--- src/rtl/cke_pkg.sv ---
`default_nettype none

package cke_pkg;

  // command codes carried in tuser
  typedef enum logic [1:0] {
    CMD_BEGIN   = 2'd0,
    CMD_SCAN    = 2'd1,
    CMD_CONVERT = 2'd2
  } cmd_e;

  // configuration register indexes
  localparam int unsigned CFG_IDX_W = 1;
  localparam logic [CFG_IDX_W-1:0] CFG_SOURCE_FORMAT = 1'd0;
  localparam logic [CFG_IDX_W-1:0] CFG_CHROMA_KEY    = 1'd1;
  localparam int unsigned CFG_DATA_W = 16;

  // source formats
  localparam logic FMT_RGB565   = 1'b0;
  localparam logic FMT_ARGB1555 = 1'b1;

  // alpha values
  localparam logic [7:0] ALPHA_OPAQUE = 8'hff;
  localparam logic [7:0] ALPHA_HALF   = 8'h80;
  localparam logic [7:0] ALPHA_CLEAR  = 8'h00;

  // queue between front and back
  localparam int unsigned QUEUE_DEPTH = 2;
  localparam int unsigned QUEUE_PTR_W = $clog2(QUEUE_DEPTH);
  localparam int unsigned QUEUE_CNT_W = $clog2(QUEUE_DEPTH + 1);

  // classified item handed from front to back
  typedef struct packed {
    cmd_e        cmd;
    logic        keyed;
    logic [31:0] pixel;
  } op_t;

  // valid flag on the queue ports
  typedef struct packed {
    logic valid;
  } hs_t;

endpackage

`default_nettype wire

--- src/rtl/chroma_key_texel_expander_top.sv ---
// Chroma-key texel expander: 16-bit RGB565 or ARGB1555 texels to RGBA8888.
// Input stream: s_axis_tdata carries the texel, s_axis_tuser the command
// (begin texture, scan texel for seed, convert texel; code 3 is dropped).
// Output stream: one item per convert command, m_axis_tdata the pixel
// (R in 31:24, alpha in 7:0), m_axis_tuser set when the texel matched the
// key and the replacement color was sent.
// Config channel: index 0 selects the source format, index 1 the chroma
// key; always ready, write only while the stream is idle.
// Throughput: one item per cycle sustained while the receiver does not stall. A convert
// item is written into the queue, then into the output register.
// The front classifies items (key compare, expansion) and writes them into
// a two-entry queue; the back pops one per cycle unless a convert waits on a stalled
// output, keeps the replacement color and seed flag, and drives a single output register.
// Reset: queue and output emptied, registers, replacement color and seed
// flag cleared.
// When the receiver stalls the output register holds; begin and scan items
// still drain, and the input stalls once the queue is full.
`default_nettype none

module chroma_key_texel_expander_top
  import cke_pkg::*;
(
  input  wire logic                  clk_i,
  input  wire logic                  rst_ni,
  // configuration write channel
  input  wire logic                  cfg_valid_i,
  output logic                       cfg_ready_o,
  input  wire logic [CFG_IDX_W-1:0]  cfg_index_i,
  input  wire logic [CFG_DATA_W-1:0] cfg_data_i,
  // input stream
  input  wire logic                  s_axis_tvalid,
  output logic                       s_axis_tready,
  input  wire logic [15:0]           s_axis_tdata,  // texel[15:0]
  input  wire logic [1:0]            s_axis_tuser,  // command[1:0]
  // output stream
  output logic                       m_axis_tvalid,
  input  wire logic                  m_axis_tready,
  output logic [31:0]                m_axis_tdata,  // color[31:0]
  output logic                       m_axis_tuser   // was_keyed
);

  hs_t  push_hs;
  logic push_ready;
  op_t  push_op;
  hs_t  pop_hs;
  logic pop;
  op_t  pop_op;

  cke_front u_front (
    .clk_i        (clk_i),
    .rst_ni       (rst_ni),
    .cfg_valid_i  (cfg_valid_i),
    .cfg_ready_o  (cfg_ready_o),
    .cfg_index_i  (cfg_index_i),
    .cfg_data_i   (cfg_data_i),
    .in_valid_i   (s_axis_tvalid),
    .in_ready_o   (s_axis_tready),
    .in_cmd_i     (s_axis_tuser),
    .in_texel_i   (s_axis_tdata),
    .push_o       (push_hs),
    .push_ready_i (push_ready),
    .push_op_o    (push_op)
  );

  cke_queue u_queue (
    .clk_i        (clk_i),
    .rst_ni       (rst_ni),
    .push_i       (push_hs),
    .push_ready_o (push_ready),
    .push_op_i    (push_op),
    .pop_o        (pop_hs),
    .pop_i        (pop),
    .pop_op_o     (pop_op)
  );

  cke_back u_back (
    .clk_i       (clk_i),
    .rst_ni      (rst_ni),
    .pop_i       (pop_hs),
    .pop_o       (pop),
    .pop_op_i    (pop_op),
    .out_valid_o (m_axis_tvalid),
    .out_ready_i (m_axis_tready),
    .out_color_o (m_axis_tdata),
    .out_keyed_o (m_axis_tuser)
  );

endmodule

`default_nettype wire

--- src/rtl/cke_front.sv ---
`default_nettype none

module cke_front
  import cke_pkg::*;
(
  input  wire logic                  clk_i,
  input  wire logic                  rst_ni,
  // configuration write channel
  input  wire logic                  cfg_valid_i,
  output logic                       cfg_ready_o,
  input  wire logic [CFG_IDX_W-1:0]  cfg_index_i,
  input  wire logic [CFG_DATA_W-1:0] cfg_data_i,
  // incoming texel items
  input  wire logic                  in_valid_i,
  output logic                       in_ready_o,
  input  wire logic [1:0]            in_cmd_i,
  input  wire logic [15:0]           in_texel_i,
  // classified items toward the queue
  output hs_t                        push_o,
  input  wire logic                  push_ready_i,
  output op_t                        push_op_o
);

  logic        format_q;
  logic [15:0] key_q;
  logic        keyed;
  logic [31:0] pixel;
  cmd_e        cmd;
  logic        cmd_known;

  // configuration registers, always ready
  assign cfg_ready_o = 1'b1;

  always_ff @(posedge clk_i or negedge rst_ni) begin
    if (!rst_ni) begin
      format_q <= FMT_RGB565;
      key_q    <= '0;
    end else if (cfg_valid_i) begin
      case (cfg_index_i)
        CFG_SOURCE_FORMAT: format_q <= cfg_data_i[0];
        CFG_CHROMA_KEY:    key_q    <= cfg_data_i;
        default:           ;
      endcase
    end
  end

  // key compare, alpha bit masked in 1555 mode
  always_comb begin
    if (format_q == FMT_ARGB1555) begin
      keyed = (in_texel_i[14:0] == key_q[14:0]);
    end else begin
      keyed = (in_texel_i == key_q);
    end
  end

  // expansion without bit replication
  always_comb begin
    if (format_q == FMT_ARGB1555) begin
      pixel = {in_texel_i[14:10], 3'b000, in_texel_i[9:5], 3'b000,
               in_texel_i[4:0], 3'b000,
               (in_texel_i[15] ? ALPHA_OPAQUE : ALPHA_HALF)};
    end else begin
      pixel = {in_texel_i[15:11], 3'b000, in_texel_i[10:5], 2'b00,
               in_texel_i[4:0], 3'b000, ALPHA_OPAQUE};
    end
  end

  // unused command code is dropped here
  always_comb begin
    cmd       = CMD_BEGIN;
    cmd_known = 1'b1;
    case (in_cmd_i)
      CMD_BEGIN:   cmd = CMD_BEGIN;
      CMD_SCAN:    cmd = CMD_SCAN;
      CMD_CONVERT: cmd = CMD_CONVERT;
      default:     cmd_known = 1'b0;
    endcase
  end

  assign in_ready_o      = push_ready_i;
  assign push_o.valid    = in_valid_i && cmd_known;
  assign push_op_o.cmd   = cmd;
  assign push_op_o.keyed = keyed;
  assign push_op_o.pixel = pixel;

endmodule

`default_nettype wire

--- src/rtl/cke_queue.sv ---
`default_nettype none

module cke_queue
  import cke_pkg::*;
(
  input  wire logic clk_i,
  input  wire logic rst_ni,
  input  wire hs_t  push_i,
  output logic      push_ready_o,
  input  wire op_t  push_op_i,
  output hs_t       pop_o,
  input  wire logic pop_i,
  output op_t       pop_op_o
);

  op_t                    mem_q [QUEUE_DEPTH];
  logic [QUEUE_PTR_W-1:0] wr_ptr_q, wr_ptr_d;
  logic [QUEUE_PTR_W-1:0] rd_ptr_q, rd_ptr_d;
  logic [QUEUE_CNT_W-1:0] count_q, count_d;
  logic                   do_push;
  logic                   do_pop;

  assign push_ready_o = (count_q != QUEUE_CNT_W'(QUEUE_DEPTH));
  assign do_push      = push_i.valid && push_ready_o;
  assign do_pop       = pop_i && (count_q != '0);

  assign pop_o.valid = (count_q != '0);
  assign pop_op_o    = mem_q[rd_ptr_q];

  // pointer and fill count update
  always_comb begin
    wr_ptr_d = wr_ptr_q;
    rd_ptr_d = rd_ptr_q;
    count_d  = count_q;
    if (do_push) begin
      wr_ptr_d = (wr_ptr_q == QUEUE_PTR_W'(QUEUE_DEPTH - 1)) ? '0 : wr_ptr_q + 1'b1;
    end
    if (do_pop) begin
      rd_ptr_d = (rd_ptr_q == QUEUE_PTR_W'(QUEUE_DEPTH - 1)) ? '0 : rd_ptr_q + 1'b1;
    end
    case ({do_push, do_pop})
      2'b10:   count_d = count_q + 1'b1;
      2'b01:   count_d = count_q - 1'b1;
      default: count_d = count_q;
    endcase
  end

  always_ff @(posedge clk_i or negedge rst_ni) begin
    if (!rst_ni) begin
      wr_ptr_q <= '0;
      rd_ptr_q <= '0;
      count_q  <= '0;
    end else begin
      wr_ptr_q <= wr_ptr_d;
      rd_ptr_q <= rd_ptr_d;
      count_q  <= count_d;
    end
  end

  // entry storage
  always_ff @(posedge clk_i) begin
    if (do_push) begin
      mem_q[wr_ptr_q] <= push_op_i;
    end
  end

endmodule

`default_nettype wire

--- src/rtl/cke_back.sv ---
`default_nettype none

module cke_back
  import cke_pkg::*;
(
  input  wire logic   clk_i,
  input  wire logic   rst_ni,
  // items from the queue
  input  wire hs_t    pop_i,
  output logic        pop_o,
  input  wire op_t    pop_op_i,
  // result items
  output logic        out_valid_o,
  input  wire logic   out_ready_i,
  output logic [31:0] out_color_o,
  output logic        out_keyed_o
);

  logic        out_valid_q, out_valid_d;
  logic [31:0] out_color_q, out_color_d;
  logic        out_keyed_q, out_keyed_d;
  logic [23:0] repl_q, repl_d;
  logic        seed_q, seed_d;
  logic        slot_free;
  logic        is_convert;
  logic        take;

  // output register frees when empty or being drained
  assign slot_free  = !out_valid_q || out_ready_i;
  assign is_convert = (pop_op_i.cmd == CMD_CONVERT);
  assign take       = pop_i.valid && (slot_free || !is_convert);
  assign pop_o      = take;

  // state update and result formation
  always_comb begin
    repl_d      = repl_q;
    seed_d      = seed_q;
    out_valid_d = out_valid_q && !out_ready_i;
    out_color_d = out_color_q;
    out_keyed_d = out_keyed_q;
    if (take) begin
      case (pop_op_i.cmd)
        CMD_BEGIN: begin
          repl_d = '0;
          seed_d = 1'b0;
        end
        CMD_SCAN: begin
          if (!seed_q) begin
            repl_d = pop_op_i.pixel[31:8];
            seed_d = !pop_op_i.keyed;
          end
        end
        CMD_CONVERT: begin
          out_valid_d = 1'b1;
          out_keyed_d = pop_op_i.keyed;
          if (pop_op_i.keyed) begin
            out_color_d = {repl_q, ALPHA_CLEAR};
          end else begin
            out_color_d = pop_op_i.pixel;
            repl_d      = pop_op_i.pixel[31:8];
          end
        end
        default: ;
      endcase
    end
  end

  always_ff @(posedge clk_i or negedge rst_ni) begin
    if (!rst_ni) begin
      out_valid_q <= 1'b0;
      repl_q      <= '0;
      seed_q      <= 1'b0;
    end else begin
      out_valid_q <= out_valid_d;
      repl_q      <= repl_d;
      seed_q      <= seed_d;
    end
  end

  always_ff @(posedge clk_i) begin
    out_color_q <= out_color_d;
    out_keyed_q <= out_keyed_d;
  end

  assign out_valid_o = out_valid_q;
  assign out_color_o = out_color_q;
  assign out_keyed_o = out_keyed_q;

endmodule

`default_nettype wire

--- config.mk ---
export PLATFORM = sky130hd
export DESIGN_NAME = chroma_key_texel_expander_top
export DESIGN_NICKNAME = d
export VERILOG_FILES = /design/src/rtl/cke_pkg.sv /design/src/rtl/chroma_key_texel_expander_top.sv /design/src/rtl/cke_front.sv /design/src/rtl/cke_queue.sv /design/src/rtl/cke_back.sv
export SDC_FILE = /design/constraint.sdc
export NUM_CORES = 1
export LEC_CHECK = 0
export ABC_AREA = 1
export BUFFER_PORTS_ARGS = -buffer_cell sky130_fd_sc_hd__buf_4
export CAP_MARGIN = 20
export CORE_UTILIZATION = 40
export CTS_BUF_LIST = sky130_fd_sc_hd__clkbuf_16
export CTS_CLUSTER_SIZE = 24
export DETAILED_ROUTE_END_ITERATION = 16
export GPL_TIMING_DRIVEN = 0
export PLACE_DENSITY = 0.63
export SYNTH_ARGS = -nofsm -noshare
export SYNTH_HDL_FRONTEND = slang
export SYNTH_SLANG_ARGS = --single-unit
export TNS_END_PERCENT = 50
--- constraint.sdc ---
create_clock -name clk_i -period 2.7 [get_ports clk_i]
set_clock_uncertainty 0.05 [all_clocks]
set_input_delay 0.54 -clock clk_i [delete_from_list [all_inputs] [get_ports clk_i]]
set_output_delay 0.54 -clock clk_i [all_outputs]
set_load 0.05 [all_outputs]
==> impl_results.md <==
- Syn-to-layout area delta: 23.1%
- Die ar.: about 0.011 mm2
- Detailed Routing Iterations Pass 1: 6
- Core Region: between 0.01 and 0.015 mm2
- Sequential fraction of the synthesis area: ~62%
- Die Wd: about 110 um
- Critical path launch point type: flip-flop
- Vias in the first global route: roughly 2900
- CP arrival: between 2 and 2.5 ns
- Area after DPL: ~0.0052 mm2
- CP required: approximately 2.6 ns
- Worst Tran Pin Value: between 0.6 and 0.7 ns
- Crit Path Class: reg2reg
- Diodes inserted: 0
- Total Routing Usage GR: between 10% and 20%
- Slowest cell delay on critical path: ~0.49 ns
- Routability cong.: between 0.7 and 0.8
- Crit share post-route: between 90% and 100%
- Multi-input gate area: 0.00137 mm2
- Die height: ~110 um
- Endpoints failing setup: 0
- CTS max path bufs: 2
- Worst-path fanout max: 19
- Critical path's slowest cell: inv_1
- Final Hold Fails: 0
- Max-cap viol count: 0
- Layout cells sized above 1: about 29%
- Syn Inst Count: 419
- Crit. Startpoint: u_queue.rd_ptr_q
- Via count: roughly 3000
- CP most frequent cell: inv_1
- Worst slew margin: approximately 55%
- Critical Path Sink: u_back.out_color_o[13]
- Hold Crit Class: in2async
- Yosys reg bits: a little under 100
- Leading area contributor after synthesis: edfxtp_1
- Maximum vdd drop: just over 0.5 mV
- Reg area: ~0.0027 mm2
- Area contributors post-synth: edfxtp_1 40%, dfrtp_1 22%, nand2_1 11%, o21ai_2 3.4%, nor2_1 2.8%
- TritonCTS Buffers: 9
- Cell Pwr Density: around 1100 mW/mm2
- H-tree depth: 3
- Share of the synthesized area in the top cell type: about two fifths
- Critical R2R Launch: u_queue.rd_ptr_q
- Post-route DRC: 0
- Global route overflow: 0
- Worst-Skew Late Latency: between 0.3 and 0.4 ns
- Reg2reg setup slack: about 0.26 ns
- Cells along the critical path: inv_1, buf_2, or2_2, o21ai_2, ha_1, nand3_1, o21ai_2, inv_1, nand2_1, inv_1
- First-pass GRT wire length: 13.4 mm
- Post-Route WL: around 8.0 mm
- Leakage: approximately 2.5 nW
- Layout Utilization: 50.4%
- DR iter-0 viols: between 100 and 150
- Worst hold slack: approximately 0.12 ns
- Yosys warning total: 0
- Vias per inst: about 4.5
- RSZ-0062 raised after global routing: no
- CTS sink cnt: 98
- Avg Inst Size Synth: 10.5 um2
- Number of core rows: 38
- Final min period: between 2 and 2.5 ns
- Total power: 6.07 mW
- Status: completed
- Worst R2R End: u_back.out_color_o[13]
- Setup_tns: 0 ns
- Largest net degree at the start of global routing: 40
- Initial antenna violation count: 0
- Input/output buffers: 66
- I/O Pins: 76
- Netlist cell types: 27
- R2R depth: 10
- Fmax: between 400 and 500 MHz
- Routed Antenna Nets: 0
- Hold_buf cts: 0
- Finished Cell Area: ~0.0054 mm2
- Starting Density: between 40% and 50%
- Type of destination of the critical path: flip-flop
- Routed length per instance: approximately 12 um
- Final Max Tran Viols: 0
- Root Driver: clkbuf_16
- Cell Area, Synth: between 0.004 and 0.005 mm2
- CTS tree: done
- Detailed Place HPWL: 6.11 mm
- Final #Nets: around 550
- Fillers: about 990
- Clock-pin slew on the worst setup and hold paths: roughly 0.070 ns
==> stage by stage <==
step           setup slack [ns]  cells
6_report                  0.258    650
5_1_grt                  0.0250    650
4_1_cts                   0.125    650
3_5_place_dp              0.140    634
3_3_place_gp             0.0378    632
2_1_floorplan             0.287    426
==> flip-flops by register name, indices dropped and copies added (netlist names) <==
register / count
u_back.out_valid_o: 1
u_queue.rd_ptr_q: 1
u_back.out_color_o: 18
u_front.format_q: 1
u_front.key_q: 16
u_queue.count_q: 2
u_back.out_keyed_o: 1
u_queue.mem_q: 40
u_back.repl_q: 16
u_queue.wr_ptr_q: 1
u_back.seed_q: 1
==> final cells by class <==
class | count | share of cell area [%]
plain buffers | 30 | 3.86
clock buffers | 9 | 4.14
clock inverters | 7 | 1.10
inverters | 32 | 2.25
multi-input cells | 266 | 25.2
flip-flops and latches | 98 | 50.5
well taps | 140 | 3.22
repair buffers | 68 | 9.66
==> cells in the final DEF (no fill, tap or decap), drive strengths merged <==
master,netlist,layout
a21o,1,1
inv,31,35
nor2,33,33
buf,26,94
clkinvlp,0,1
clkbuf,4,13
edfxtp,59,59
dfrtp,39,39
o211ai,1,1
nand2,132,132
a21oi,8,8
ha,4,4
conb,2,9
or2,1,1
clkinv,1,3
nand3,3,3
mux2,10,10
a31oi,17,17
xnor2,6,6
xor2,7,7
o21ai,34,34
==> report_power, final <==
group / switching (mW) / internal, mW
Sequential: 0.171 / 2.09
Combinational: 1.72 / 0.881
Clock: 0.565 / 0.642
Total: 2.46 / 3.61
==> worst min-delay path by stage <==
stage / startpoint / end / slack, ns / cells after the start
after floorplan: rst_ni / u_back.out_valid_o / 0.19 / 0
after global placement: u_back.repl_q[20] / u_back.repl_q[20] / 0.41 / 2
after detailed placement: u_back.repl_q[15] / u_back.repl_q[15] / 0.42 / 2
after CTS: rst_ni / u_front.key_q[9] / 0.14 / 1
after global routing: rst_ni / u_front.key_q[9] / 0.17 / 1
final: rst_ni / u_queue.rd_ptr_q / 0.12 / 1
==> Yosys cell counts, drive strengths merged <==
cell,n
xnor2,6
nand2,132
xor2,7
or2,1
conb,2
dfrtp,39
mux2,10
ha,4
nor2,33
nand3,3
inv,31
clkinv,1
a21o,1
clkbuf,4
edfxtp,59
a31oi,17
o21ai,34
o211ai,1
buf,26
a21oi,8
==> critical path: cells and delay by family (launching register included) <==
kind | cells | cell delay (ns)
compound gates | 2 | 0.14
fa+ha+maj | 1 | 0.23
buf+inv | 4 | 0.86
flops | 1 | 0.45
simple gates | 3 | 0.32
==> cell families (layout without fill, tap and decap cells) <==
kind of cell             after synthesis  count (layout)  share of synthesized area, %
adder cells (fa/ha/maj)                4               4                          1.13
XOR/XNOR                              13              13                          2.58
AO/OA/AOI/OAI                         61              61                          9.20
buffers and inverters                 62             146                          7.53
flip-flops                            98              98                          62.2
other                                  2               9                         0.170
AND/OR/NAND/NOR                      169             169                          14.7
multiplexers                          10              10                          2.55
==> what timing repair did <==
| action | CTS | global route |
|---|---|---|
| gates resized for setup | 0 | 2 |
| endpoints found under the setup margin | 0 | 20 |
| buffers inserted | 0 | 0 |
==> routing by layer <==
layer / global-route usage (%) / routed length [um]
met4: 6.26 / 92
met3: 2.25 / 336
met1: 20.4 / 3870
met5: 0 / 0
met2: 24.6 / 3720
No activity file was read; power rests on OpenSTA's default activity.
